## src/rtl/pmes_pkg.sv

```systemverilog
`default_nettype none

package pmes_pkg;

   // Word format
   localparam int WORD_BITS      = 32;
   localparam int FRAC_BITS      = 16;
   localparam int DT_BITS        = 16;
   localparam int GEOM_BITS      = 31;
   localparam int KIND_BITS      = 2;
   localparam int HIT_BITS       = 3;
   localparam int MUL_BITS       = WORD_BITS + 1;
   localparam int PROD_BITS      = 2 * MUL_BITS;
   localparam int LIM_BITS       = WORD_BITS + 2;
   localparam int CSR_INDEX_BITS = 3;
   localparam int CSR_DATA_BITS  = WORD_BITS;
   localparam int UPC_BITS       = 5;

   // Saturation bounds, extended to the product width
   localparam logic signed [PROD_BITS-1:0] SAT_HI =
      {{(PROD_BITS-WORD_BITS+1){1'b0}}, {(WORD_BITS-1){1'b1}}};
   localparam logic signed [PROD_BITS-1:0] SAT_LO =
      {{(PROD_BITS-WORD_BITS+1){1'b1}}, {(WORD_BITS-1){1'b0}}};

   // Register reset values
   localparam logic [WORD_BITS-1:0]        INV_MASS_RESET    = 32'd65536;
   localparam logic [GEOM_BITS-1:0]        RADIUS_RESET      = 31'd655360;
   localparam logic signed [WORD_BITS-1:0] GRAVITY_RESET     = 32'sd642908;
   localparam logic [GEOM_BITS-1:0]        AREA_WIDTH_RESET  = 31'd52428800;
   localparam logic [GEOM_BITS-1:0]        AREA_HEIGHT_RESET = 31'd39321600;
   localparam logic signed [WORD_BITS-1:0] START_X_RESET     = 32'sd0;
   localparam logic signed [WORD_BITS-1:0] START_Y_RESET     = 32'sd0;

   typedef enum logic [KIND_BITS-1:0] {
      KIND_ADD_FORCE   = 2'd0,
      KIND_STEP        = 2'd1,
      KIND_CLEAR_FORCE = 2'd2,
      KIND_UNUSED      = 2'd3
   } kind_type;

   typedef enum logic [CSR_INDEX_BITS-1:0] {
      CSR_INV_MASS    = 3'd0,
      CSR_RADIUS      = 3'd1,
      CSR_GRAVITY     = 3'd2,
      CSR_AREA_WIDTH  = 3'd3,
      CSR_AREA_HEIGHT = 3'd4,
      CSR_START_X     = 3'd5,
      CSR_START_Y     = 3'd6
   } csr_index_type;

   typedef enum logic [2:0] {
      REG_POS_X = 3'd0,
      REG_POS_Y = 3'd1,
      REG_VEL_X = 3'd2,
      REG_VEL_Y = 3'd3,
      REG_ACC_X = 3'd4,
      REG_ACC_Y = 3'd5
   } reg_sel_type;

   typedef enum logic [1:0] {
      MUL_NONE = 2'd0,
      MUL_DT   = 2'd1,
      MUL_INV  = 2'd2
   } mul_op_type;

   typedef enum logic [2:0] {
      ALU_NOP     = 3'd0,
      ALU_ADD     = 3'd1,
      ALU_ZERO    = 3'd2,
      ALU_WALL_HI = 3'd3,
      ALU_WALL_LO = 3'd4
   } alu_op_type;

   typedef enum logic [1:0] {
      SRC_GRAVITY = 2'd0,
      SRC_PUSH_X  = 2'd1,
      SRC_PUSH_Y  = 2'd2,
      SRC_PRODUCT = 2'd3
   } src_sel_type;

   typedef enum logic [1:0] {
      LIM_FLOOR = 2'd0,
      LIM_RIGHT = 2'd1,
      LIM_LEFT  = 2'd2
   } lim_sel_type;

   typedef logic [UPC_BITS-1:0] upc_type;

   // Microprogram addresses
   localparam upc_type UA_TEST_ADD   = 5'd0;
   localparam upc_type UA_TEST_STEP  = 5'd1;
   localparam upc_type UA_TEST_CLEAR = 5'd2;
   localparam upc_type UA_END_NONE   = 5'd3;
   localparam upc_type UA_ADD_X      = 5'd4;
   localparam upc_type UA_ADD_Y      = 5'd5;
   localparam upc_type UA_END_ADD    = 5'd6;
   localparam upc_type UA_CLR_X      = 5'd7;
   localparam upc_type UA_CLR_Y      = 5'd8;
   localparam upc_type UA_END_CLR    = 5'd9;
   localparam upc_type UA_GRAVITY    = 5'd10;
   localparam upc_type UA_INV_X      = 5'd11;
   localparam upc_type UA_VEL_X      = 5'd12;
   localparam upc_type UA_INV_Y      = 5'd13;
   localparam upc_type UA_VEL_Y      = 5'd14;
   localparam upc_type UA_POS_X      = 5'd15;
   localparam upc_type UA_POS_Y      = 5'd16;
   localparam upc_type UA_FLOOR      = 5'd17;
   localparam upc_type UA_RIGHT      = 5'd18;
   localparam upc_type UA_LEFT       = 5'd19;
   localparam upc_type UA_END_STEP   = 5'd20;

   typedef struct packed {
      mul_op_type  mul_op;
      reg_sel_type mul_reg;
      alu_op_type  alu_op;
      reg_sel_type alu_reg;
      reg_sel_type aux_reg;
      src_sel_type alu_src;
      lim_sel_type lim_sel;
      logic        jump_en;
      kind_type    jump_kind;
      upc_type     jump_target;
      logic        last;
   } ucode_word_type;

   localparam ucode_word_type UW_NOP = '{
      mul_op:      MUL_NONE,
      mul_reg:     REG_POS_X,
      alu_op:      ALU_NOP,
      alu_reg:     REG_POS_X,
      aux_reg:     REG_POS_X,
      alu_src:     SRC_GRAVITY,
      lim_sel:     LIM_FLOOR,
      jump_en:     1'b0,
      jump_kind:   KIND_ADD_FORCE,
      jump_target: UA_TEST_ADD,
      last:        1'b0
   };

   // Sequencer to datapath
   typedef struct packed {
      logic           start;
      logic           exec;
      logic           out_load;
      ucode_word_type cw;
   } ctrl_type;

   typedef struct packed {
      logic [KIND_BITS-1:0]   kind;
      logic signed [WORD_BITS-1:0] push_x;
      logic signed [WORD_BITS-1:0] push_y;
      logic [DT_BITS-1:0]     time_step;
   } req_payload_type;

   typedef struct packed {
      logic signed [WORD_BITS-1:0] pos_x_out;
      logic signed [WORD_BITS-1:0] pos_y_out;
      logic signed [WORD_BITS-1:0] vel_x_out;
      logic signed [WORD_BITS-1:0] vel_y_out;
      logic [HIT_BITS-1:0]         wall_hits;
      logic                        saturated;
   } rsp_payload_type;

   typedef struct packed {
      logic signed [WORD_BITS-1:0] value;
      logic                        clip;
   } sat_result_type;

   // Clip a wide signed value to the word range
   function automatic sat_result_type sat_word(input logic signed [PROD_BITS-1:0] v);
      sat_result_type r;
      if (v > SAT_HI) begin
         r.value = SAT_HI[WORD_BITS-1:0];
         r.clip  = 1'b1;
      end else if (v < SAT_LO) begin
         r.value = SAT_LO[WORD_BITS-1:0];
         r.clip  = 1'b1;
      end else begin
         r.value = v[WORD_BITS-1:0];
         r.clip  = 1'b0;
      end
      return r;
   endfunction

   // Status bit reported for each wall
   function automatic logic [HIT_BITS-1:0] hit_mask(input lim_sel_type s);
      logic [HIT_BITS-1:0] m;
      case (s)
         LIM_FLOOR: m = 3'b001;
         LIM_RIGHT: m = 3'b010;
         LIM_LEFT:  m = 3'b100;
         default:   m = 3'b000;
      endcase
      return m;
   endfunction

   // Control store
   function automatic ucode_word_type ucode_rom(input upc_type a);
      ucode_word_type w;
      w = UW_NOP;
      case (a)
         UA_TEST_ADD: begin
            w.jump_en     = 1'b1;
            w.jump_kind   = KIND_ADD_FORCE;
            w.jump_target = UA_ADD_X;
         end
         UA_TEST_STEP: begin
            w.jump_en     = 1'b1;
            w.jump_kind   = KIND_STEP;
            w.jump_target = UA_GRAVITY;
         end
         UA_TEST_CLEAR: begin
            w.jump_en     = 1'b1;
            w.jump_kind   = KIND_CLEAR_FORCE;
            w.jump_target = UA_CLR_X;
         end
         UA_ADD_X: begin
            w.alu_op  = ALU_ADD;
            w.alu_reg = REG_ACC_X;
            w.alu_src = SRC_PUSH_X;
         end
         UA_ADD_Y: begin
            w.alu_op  = ALU_ADD;
            w.alu_reg = REG_ACC_Y;
            w.alu_src = SRC_PUSH_Y;
         end
         UA_CLR_X: begin
            w.alu_op  = ALU_ZERO;
            w.alu_reg = REG_ACC_X;
         end
         UA_CLR_Y: begin
            w.alu_op  = ALU_ZERO;
            w.alu_reg = REG_ACC_Y;
         end
         UA_GRAVITY: begin
            w.alu_op  = ALU_ADD;
            w.alu_reg = REG_ACC_Y;
            w.alu_src = SRC_GRAVITY;
            w.mul_op  = MUL_DT;
            w.mul_reg = REG_ACC_X;
         end
         UA_INV_X: w.mul_op = MUL_INV;
         UA_VEL_X: begin
            w.alu_op  = ALU_ADD;
            w.alu_reg = REG_VEL_X;
            w.alu_src = SRC_PRODUCT;
            w.mul_op  = MUL_DT;
            w.mul_reg = REG_ACC_Y;
         end
         UA_INV_Y: w.mul_op = MUL_INV;
         UA_VEL_Y: begin
            w.alu_op  = ALU_ADD;
            w.alu_reg = REG_VEL_Y;
            w.alu_src = SRC_PRODUCT;
            w.mul_op  = MUL_DT;
            w.mul_reg = REG_VEL_X;
         end
         UA_POS_X: begin
            w.alu_op  = ALU_ADD;
            w.alu_reg = REG_POS_X;
            w.alu_src = SRC_PRODUCT;
            w.mul_op  = MUL_DT;
            w.mul_reg = REG_VEL_Y;
         end
         UA_POS_Y: begin
            w.alu_op  = ALU_ADD;
            w.alu_reg = REG_POS_Y;
            w.alu_src = SRC_PRODUCT;
         end
         UA_FLOOR: begin
            w.alu_op  = ALU_WALL_HI;
            w.alu_reg = REG_POS_Y;
            w.aux_reg = REG_VEL_Y;
            w.lim_sel = LIM_FLOOR;
         end
         UA_RIGHT: begin
            w.alu_op  = ALU_WALL_HI;
            w.alu_reg = REG_POS_X;
            w.aux_reg = REG_VEL_X;
            w.lim_sel = LIM_RIGHT;
         end
         UA_LEFT: begin
            w.alu_op  = ALU_WALL_LO;
            w.alu_reg = REG_POS_X;
            w.aux_reg = REG_VEL_X;
            w.lim_sel = LIM_LEFT;
         end
         UA_END_NONE, UA_END_ADD, UA_END_CLR, UA_END_STEP: w.last = 1'b1;
         default: w.last = 1'b1;
      endcase
      return w;
   endfunction

endpackage

`default_nettype wire

```

## src/rtl/pmes_sequencer.sv

```systemverilog
`default_nettype none

module pmes_sequencer import pmes_pkg::*; (
   input  wire logic                 clock,
   input  wire logic                 reset,
   input  wire logic                 req_valid,
   output logic                      req_stall,
   input  wire logic [KIND_BITS-1:0] req_kind,
   output logic                      rsp_valid,
   input  wire logic                 rsp_stall,
   output ctrl_type                  ctrl
);

   typedef enum logic {
      ST_IDLE = 1'b0,
      ST_RUN  = 1'b1
   } state_type;

   state_type      state_ff, state_in;
   upc_type        upc_ff, upc_in;
   kind_type       kind_ff, kind_in;
   logic           rsp_valid_ff, rsp_valid_in;
   ucode_word_type cw;
   logic           out_free;
   logic           exec;
   logic           out_load;

   // Fetch the current control word
   assign cw       = ucode_rom(upc_ff);
   assign out_free = !rsp_valid_ff || !rsp_stall;

   // Advance the step counter, take jumps, finish into the result register
   always_comb begin
      state_in     = state_ff;
      upc_in       = upc_ff;
      kind_in      = kind_ff;
      rsp_valid_in = rsp_valid_ff && rsp_stall;
      exec         = 1'b0;
      out_load     = 1'b0;
      case (state_ff)
         ST_IDLE: begin
            if (req_valid) begin
               state_in = ST_RUN;
               upc_in   = UA_TEST_ADD;
               kind_in  = kind_type'(req_kind);
            end
         end
         ST_RUN: begin
            if (cw.last) begin
               if (out_free) begin
                  out_load     = 1'b1;
                  rsp_valid_in = 1'b1;
                  state_in     = ST_IDLE;
               end
            end else begin
               exec = 1'b1;
               if (cw.jump_en && (kind_ff == cw.jump_kind)) begin
                  upc_in = cw.jump_target;
               end else begin
                  upc_in = upc_ff + UPC_BITS'(1);
               end
            end
         end
         default: state_in = ST_IDLE;
      endcase
   end

   // Hold state and the result valid flag
   always_ff @(posedge clock) begin
      if (reset) begin
         state_ff     <= ST_IDLE;
         upc_ff       <= UA_TEST_ADD;
         kind_ff      <= KIND_ADD_FORCE;
         rsp_valid_ff <= 1'b0;
      end else begin
         state_ff     <= state_in;
         upc_ff       <= upc_in;
         kind_ff      <= kind_in;
         rsp_valid_ff <= rsp_valid_in;
      end
   end

   assign req_stall     = (state_ff != ST_IDLE);
   assign rsp_valid     = rsp_valid_ff;
   assign ctrl.start    = req_valid && (state_ff == ST_IDLE);
   assign ctrl.exec     = exec;
   assign ctrl.out_load = out_load;
   assign ctrl.cw       = cw;

endmodule

`default_nettype wire

```

## config.mk

```make
export PLATFORM = sky130hd
export DESIGN_NAME = pmes_sequencer
export DESIGN_NICKNAME = d
export VERILOG_FILES = /design/src/rtl/pmes_pkg.sv /design/src/rtl/pmes_sequencer.sv
export SDC_FILE = /design/constraint.sdc
export NUM_CORES = 1
export LEC_CHECK = 0
export BUFFER_PORTS_ARGS = -buffer_cell sky130_fd_sc_hd__buf_2
export CORE_MARGIN = 2
export CORE_UTILIZATION = 45
export CTS_BUF_LIST = sky130_fd_sc_hd__clkbuf_16
export DETAILED_ROUTE_END_ITERATION = 16
export PLACE_DENSITY_LB_ADDON = 0.08
export SETUP_SLACK_MARGIN = 0.02
export SYNTH_ARGS = -nofsm -noshare
export SYNTH_HDL_FRONTEND = slang
export SYNTH_SLANG_ARGS = --single-unit
```

## constraint.sdc

```tcl
create_clock -name clock -period 7.4 [get_ports clock]
set_input_delay 1.48 -clock clock [delete_from_list [all_inputs] [get_ports clock]]
set_output_delay 1.48 -clock clock [all_outputs]
set_load 0.01 [all_outputs]
```

==> impl_metrics.prom <==
# TYPE chip_impl_metric gauge
chip_impl_metric{name="grt_start_max_net_pins",unit=""} 26
chip_impl_info{name="crit-reg2reg-capture",value="upc_ff[2]"} 1
chip_impl_metric{name="totalNegativeSetupSlack",unit="ns"} 0
chip_impl_metric{name="num-nets-final",unit=""} 180
chip_impl_info{name="hold_class",value="register to register"} 1
chip_impl_metric{name="power-per-cell-area",unit="mW/mm2"} 263
chip_impl_metric{name="number_of_enable_type_register_cells_in_the_synthesized_netlist",unit=""} 0
chip_impl_metric{name="netlist.area_leader.share",unit="%"} 17.0
chip_impl_info{name="grt_setup_unrepaired",value="no"} 1
chip_impl_info{name="cts_tree",value="yes"} 1
chip_impl_metric{name="total_leakage_power",unit="nW"} 0.569
chip_impl_metric{name="yosysWarningCount",unit=""} 0
chip_impl_metric{name="synth_area",unit="mm2"} 0.00106
chip_impl_metric{name="area_delta_synth_final",unit="%"} 18.9
chip_impl_metric{name="worst_ir_drop_vdd",unit="mV"} 0.250
chip_impl_metric{name="starting_density_of_the_core",unit="%"} 47.9
chip_impl_metric{name="postLayoutSetupSlackWorst",unit="ns"} 3.29
chip_impl_metric{name="synth-seq-cells",unit=""} 9
chip_impl_metric{name="avgViaCountPerCell",unit=""} 5.58
chip_impl_metric{name="clk_pin_slew",unit="ns"} 0.04
chip_impl_metric{name="synthesis.instances",unit=""} 142
chip_impl_metric{name="max-cap-violations",unit=""} 0
chip_impl_metric{name="placement_rows",unit=""} 17
chip_impl_metric{name="post_layout_nonfiller_instances",unit=""} 196
chip_impl_info{name="ys_dominant_reg_cell",value="sky130_fd_sc_hd__dfxtp_1"} 1
chip_impl_info{name="setup.worst_path.end_class",value="output port"} 1
chip_impl_info{name="yosys.area.top_type",value="sky130_fd_sc_hd__dfxtp_1"} 1
chip_impl_metric{name="gp_congestion",unit=""} 0.862
chip_impl_metric{name="worstMarginPinSlew",unit="ns"} 0.842
chip_impl_metric{name="relSlewSlack",unit="%"} 43.4
chip_impl_metric{name="timing.critical_path.fanout_max",unit=""} 16
chip_impl_metric{name="drtAntennaViolNets",unit=""} 0
chip_impl_metric{name="die-area",unit="mm2"} 0.00276
chip_impl_metric{name="iter_0_drt_violations",unit=""} 34
chip_impl_metric{name="io_buffers",unit=""} 35
chip_impl_info{name="r2r-start",value="upc_ff[0]"} 1
chip_impl_metric{name="finalCoreUtilization",unit="%"} 57.0
chip_impl_metric{name="cell_count_of_the_worst_hold_path",unit=""} 2
chip_impl_metric{name="grtUsageTotal",unit="%"} 21.2
chip_impl_metric{name="globalRoute.totalOverflow",unit=""} 0
chip_impl_metric{name="boundaryPins",unit=""} 38
chip_impl_metric{name="sink_count",unit=""} 9
chip_impl_metric{name="power",unit="W"} 0.000331
chip_impl_metric{name="timing_max_transition_violations_final",unit=""} 0
chip_impl_metric{name="fin_crit_sh",unit="%"} 55.6
chip_impl_metric{name="reg2reg_setup_slack",unit="ns"} 4.85
chip_impl_info{name="setup.worst_path.class",value="register to output port"} 1
chip_impl_info{name="critical_path.startpoint_type",value="register"} 1
chip_impl_info{name="status",value="finished clean"} 1
chip_impl_metric{name="period_minus_slack",unit="ns"} 4.11
chip_impl_metric{name="postSynthAreaPerCell",unit="um2"} 7.46
chip_impl_metric{name="timing.critical_path.arrival",unit="ns"} 2.63
chip_impl_info{name="mostFrequentLayoutCell",value="sky130_fd_sc_hd__buf_2"} 1
chip_impl_metric{name="remaining_drc_errors",unit=""} 0
chip_impl_metric{name="drive_gt1_share",unit="%"} 29.2
chip_impl_metric{name="avgRoutedWirePerCell",unit="um"} 14.5
chip_impl_info{name="clock_root_buffer",value="sky130_fd_sc_hd__clkbuf_16"} 1
chip_impl_metric{name="grt_first_pass_wirelength",unit="um"} 4360
chip_impl_metric{name="grt_pass1_vias",unit=""} 919
chip_impl_info{name="crit_end",value="ctrl[27]"} 1
chip_impl_metric{name="die-height",unit="um"} 52.5
chip_impl_metric{name="antenna_cells",unit=""} 0
chip_impl_metric{name="worst_r2r_path_depth",unit=""} 7
chip_impl_metric{name="post-cts-setup-buffer-count",unit=""} 0
chip_impl_metric{name="drt_pre_antenna_iters",unit=""} 4
chip_impl_info{name="setup.worst_path.start",value="upc_ff[0]"} 1
chip_impl_metric{name="cts-htree-levels",unit=""} 1
chip_impl_metric{name="dpl.cell_count",unit=""} 192
chip_impl_metric{name="vias",unit=""} 1094
chip_impl_metric{name="fin_skew",unit="ns"} 0.000889
chip_impl_metric{name="clock_insertion_delay_worst_skew",unit="ns"} 0.23
chip_impl_metric{name="numCtsBuffers",unit=""} 3
chip_impl_metric{name="final.fill_count",unit=""} 229
chip_impl_metric{name="post_cts_hold_buffer_count",unit=""} 0
chip_impl_metric{name="part_of_the_yosys_area_used_for_sequential_elements",unit="%"} 17.0
chip_impl_metric{name="netlist-cell-type-count",unit=""} 49
chip_impl_metric{name="detailedPlace.worstSlack",unit="ns"} 3.53
chip_impl_metric{name="clockBufferDepth",unit=""} 2
chip_impl_metric{name="antenna_found_initial",unit=""} 0
chip_impl_metric{name="fmax",unit="MHz"} 243
chip_impl_info{name="ys_top_cells_by_area",value="sky130_fd_sc_hd__dfxtp_1, sky130_fd_sc_hd__ha_1, sky130_fd_sc_hd__buf_4"} 1
chip_impl_metric{name="finalWirelength",unit="um"} 2840
chip_impl_metric{name="finalHoldViolCount",unit=""} 0
chip_impl_metric{name="crit_required",unit="ns"} 5.92
chip_impl_metric{name="timing.final.setup_violations",unit=""} 0
chip_impl_metric{name="async_set_reset_flop_share_out_of_synthesis",unit="%"} 0
chip_impl_metric{name="dieWidth",unit="um"} 52.5
chip_impl_metric{name="detailedPlacementHpwl",unit="um"} 2090
chip_impl_metric{name="core_region_area",unit="mm2"} 0.00221
chip_impl_metric{name="post_cts_resized",unit=""} 0
chip_impl_info{name="layout_common_cells",value="sky130_fd_sc_hd__buf_2, sky130_fd_sc_hd__nor2_1, sky130_fd_sc_hd__nand2_1"} 1
==> cell usage after synthesis (3+ instances only) <==
| library cell | instances |
|---|---|
| sky130_fd_sc_hd__buf_2 | 3 |
| sky130_fd_sc_hd__ha_1 | 5 |
| sky130_fd_sc_hd__a31oi_1 | 6 |
| sky130_fd_sc_hd__nand2b_1 | 4 |
| sky130_fd_sc_hd__nor3_1 | 9 |
| sky130_fd_sc_hd__nand2_1 | 13 |
| sky130_fd_sc_hd__nor2_1 | 15 |
| sky130_fd_sc_hd__a21oi_1 | 8 |
| sky130_fd_sc_hd__o21ai_0 | 5 |
| sky130_fd_sc_hd__dfxtp_1 | 9 |
| sky130_fd_sc_hd__inv_1 | 7 |
| sky130_fd_sc_hd__a22o_1 | 4 |
| sky130_fd_sc_hd__buf_4 | 8 |
==> flip-flops by register name, summed over array words and instances (netlist names) <==
| signal | flops |
|---|---|
| upc_ff | 5 |
| kind_ff | 2 |
| req_stall | 1 |
| rsp_valid | 1 |
==> power by group <==
part | internal, W | switching, W
Clock | 0.0000713 | 0.0000245
Combinational | 0.0000685 | 0.0000968
Sequential | 0.0000547 | 0.0000154
Total | 0.000194 | 0.000137
==> metal layers <==
metal  track usage (%)  share of wire [%]
met1              30.0                 48
met2              32.5                 48
met3              5.43                3.8
met4              3.85               0.67
met5                 0                  0
==> critical path, stage by stage (launching register included) <==
cell	delay (ns)
sky130_fd_sc_hd__dfxtp_1	0.39
sky130_fd_sc_hd__inv_1	0.12
sky130_fd_sc_hd__ha_1	0.40
sky130_fd_sc_hd__or2_1	0.33
sky130_fd_sc_hd__a221oi_2	0.35
sky130_fd_sc_hd__nor4b_4	0.42
sky130_fd_sc_hd__nand2_1	0.12
sky130_fd_sc_hd__a21oi_1	0.12
sky130_fd_sc_hd__buf_2	0.14
==> worst min path at each step <==
| stage | start | endpoint | slack [ns] |
|---|---|---|---|
| 3_3_place_gp | rsp_valid | rsp_valid | 0.49 |
| 6_report | rsp_valid | rsp_valid | 0.52 |
| 3_5_place_dp | rsp_valid | rsp_valid | 0.52 |
| 5_1_grt | rsp_valid | rsp_valid | 0.56 |
| 2_1_floorplan | rsp_valid | rsp_valid | 0.51 |
| 4_1_cts | rsp_valid | rsp_valid | 0.52 |
==> cell type report <==
type | count | area (um2) | share of cell area (%)
Clock inverter | 1 | 5.00 | 0.397
Inverter | 7 | 26.3 | 2.09
Timing Repair Buffer | 35 | 175 | 13.9
Clock buffer | 3 | 75.1 | 5.96
Multi-Input combinational cell | 113 | 763 | 60.6
Tap cell | 28 | 35.0 | 2.78
Sequential cell | 9 | 180 | 14.3
==> cell families (layout without fill, tap and decap cells) <==
group           after synthesis  in the layout  share of synthesized area [%]
compound gates               42             42                           30.8
xor+xnor                      2              2                           1.65
fa+ha+maj                     5              5                           5.90
buf+inv                      21             46                           11.3
flops                         9              9                           17.0
mux                           2              2                           1.89
other cells                   1              2                          0.354
simple gates                 60             60                           31.1
==> through the flow <==
step	cell area [um2]	hold WS [ns]
6_report	1260	0.523
5_1_grt	1260	0.562
3_3_place_gp	1180	0.492
4_1_cts	1260	0.521
2_1_floorplan	1060	0.511
3_5_place_dp	1180	0.516
Power figures use the tool's default switching activity.
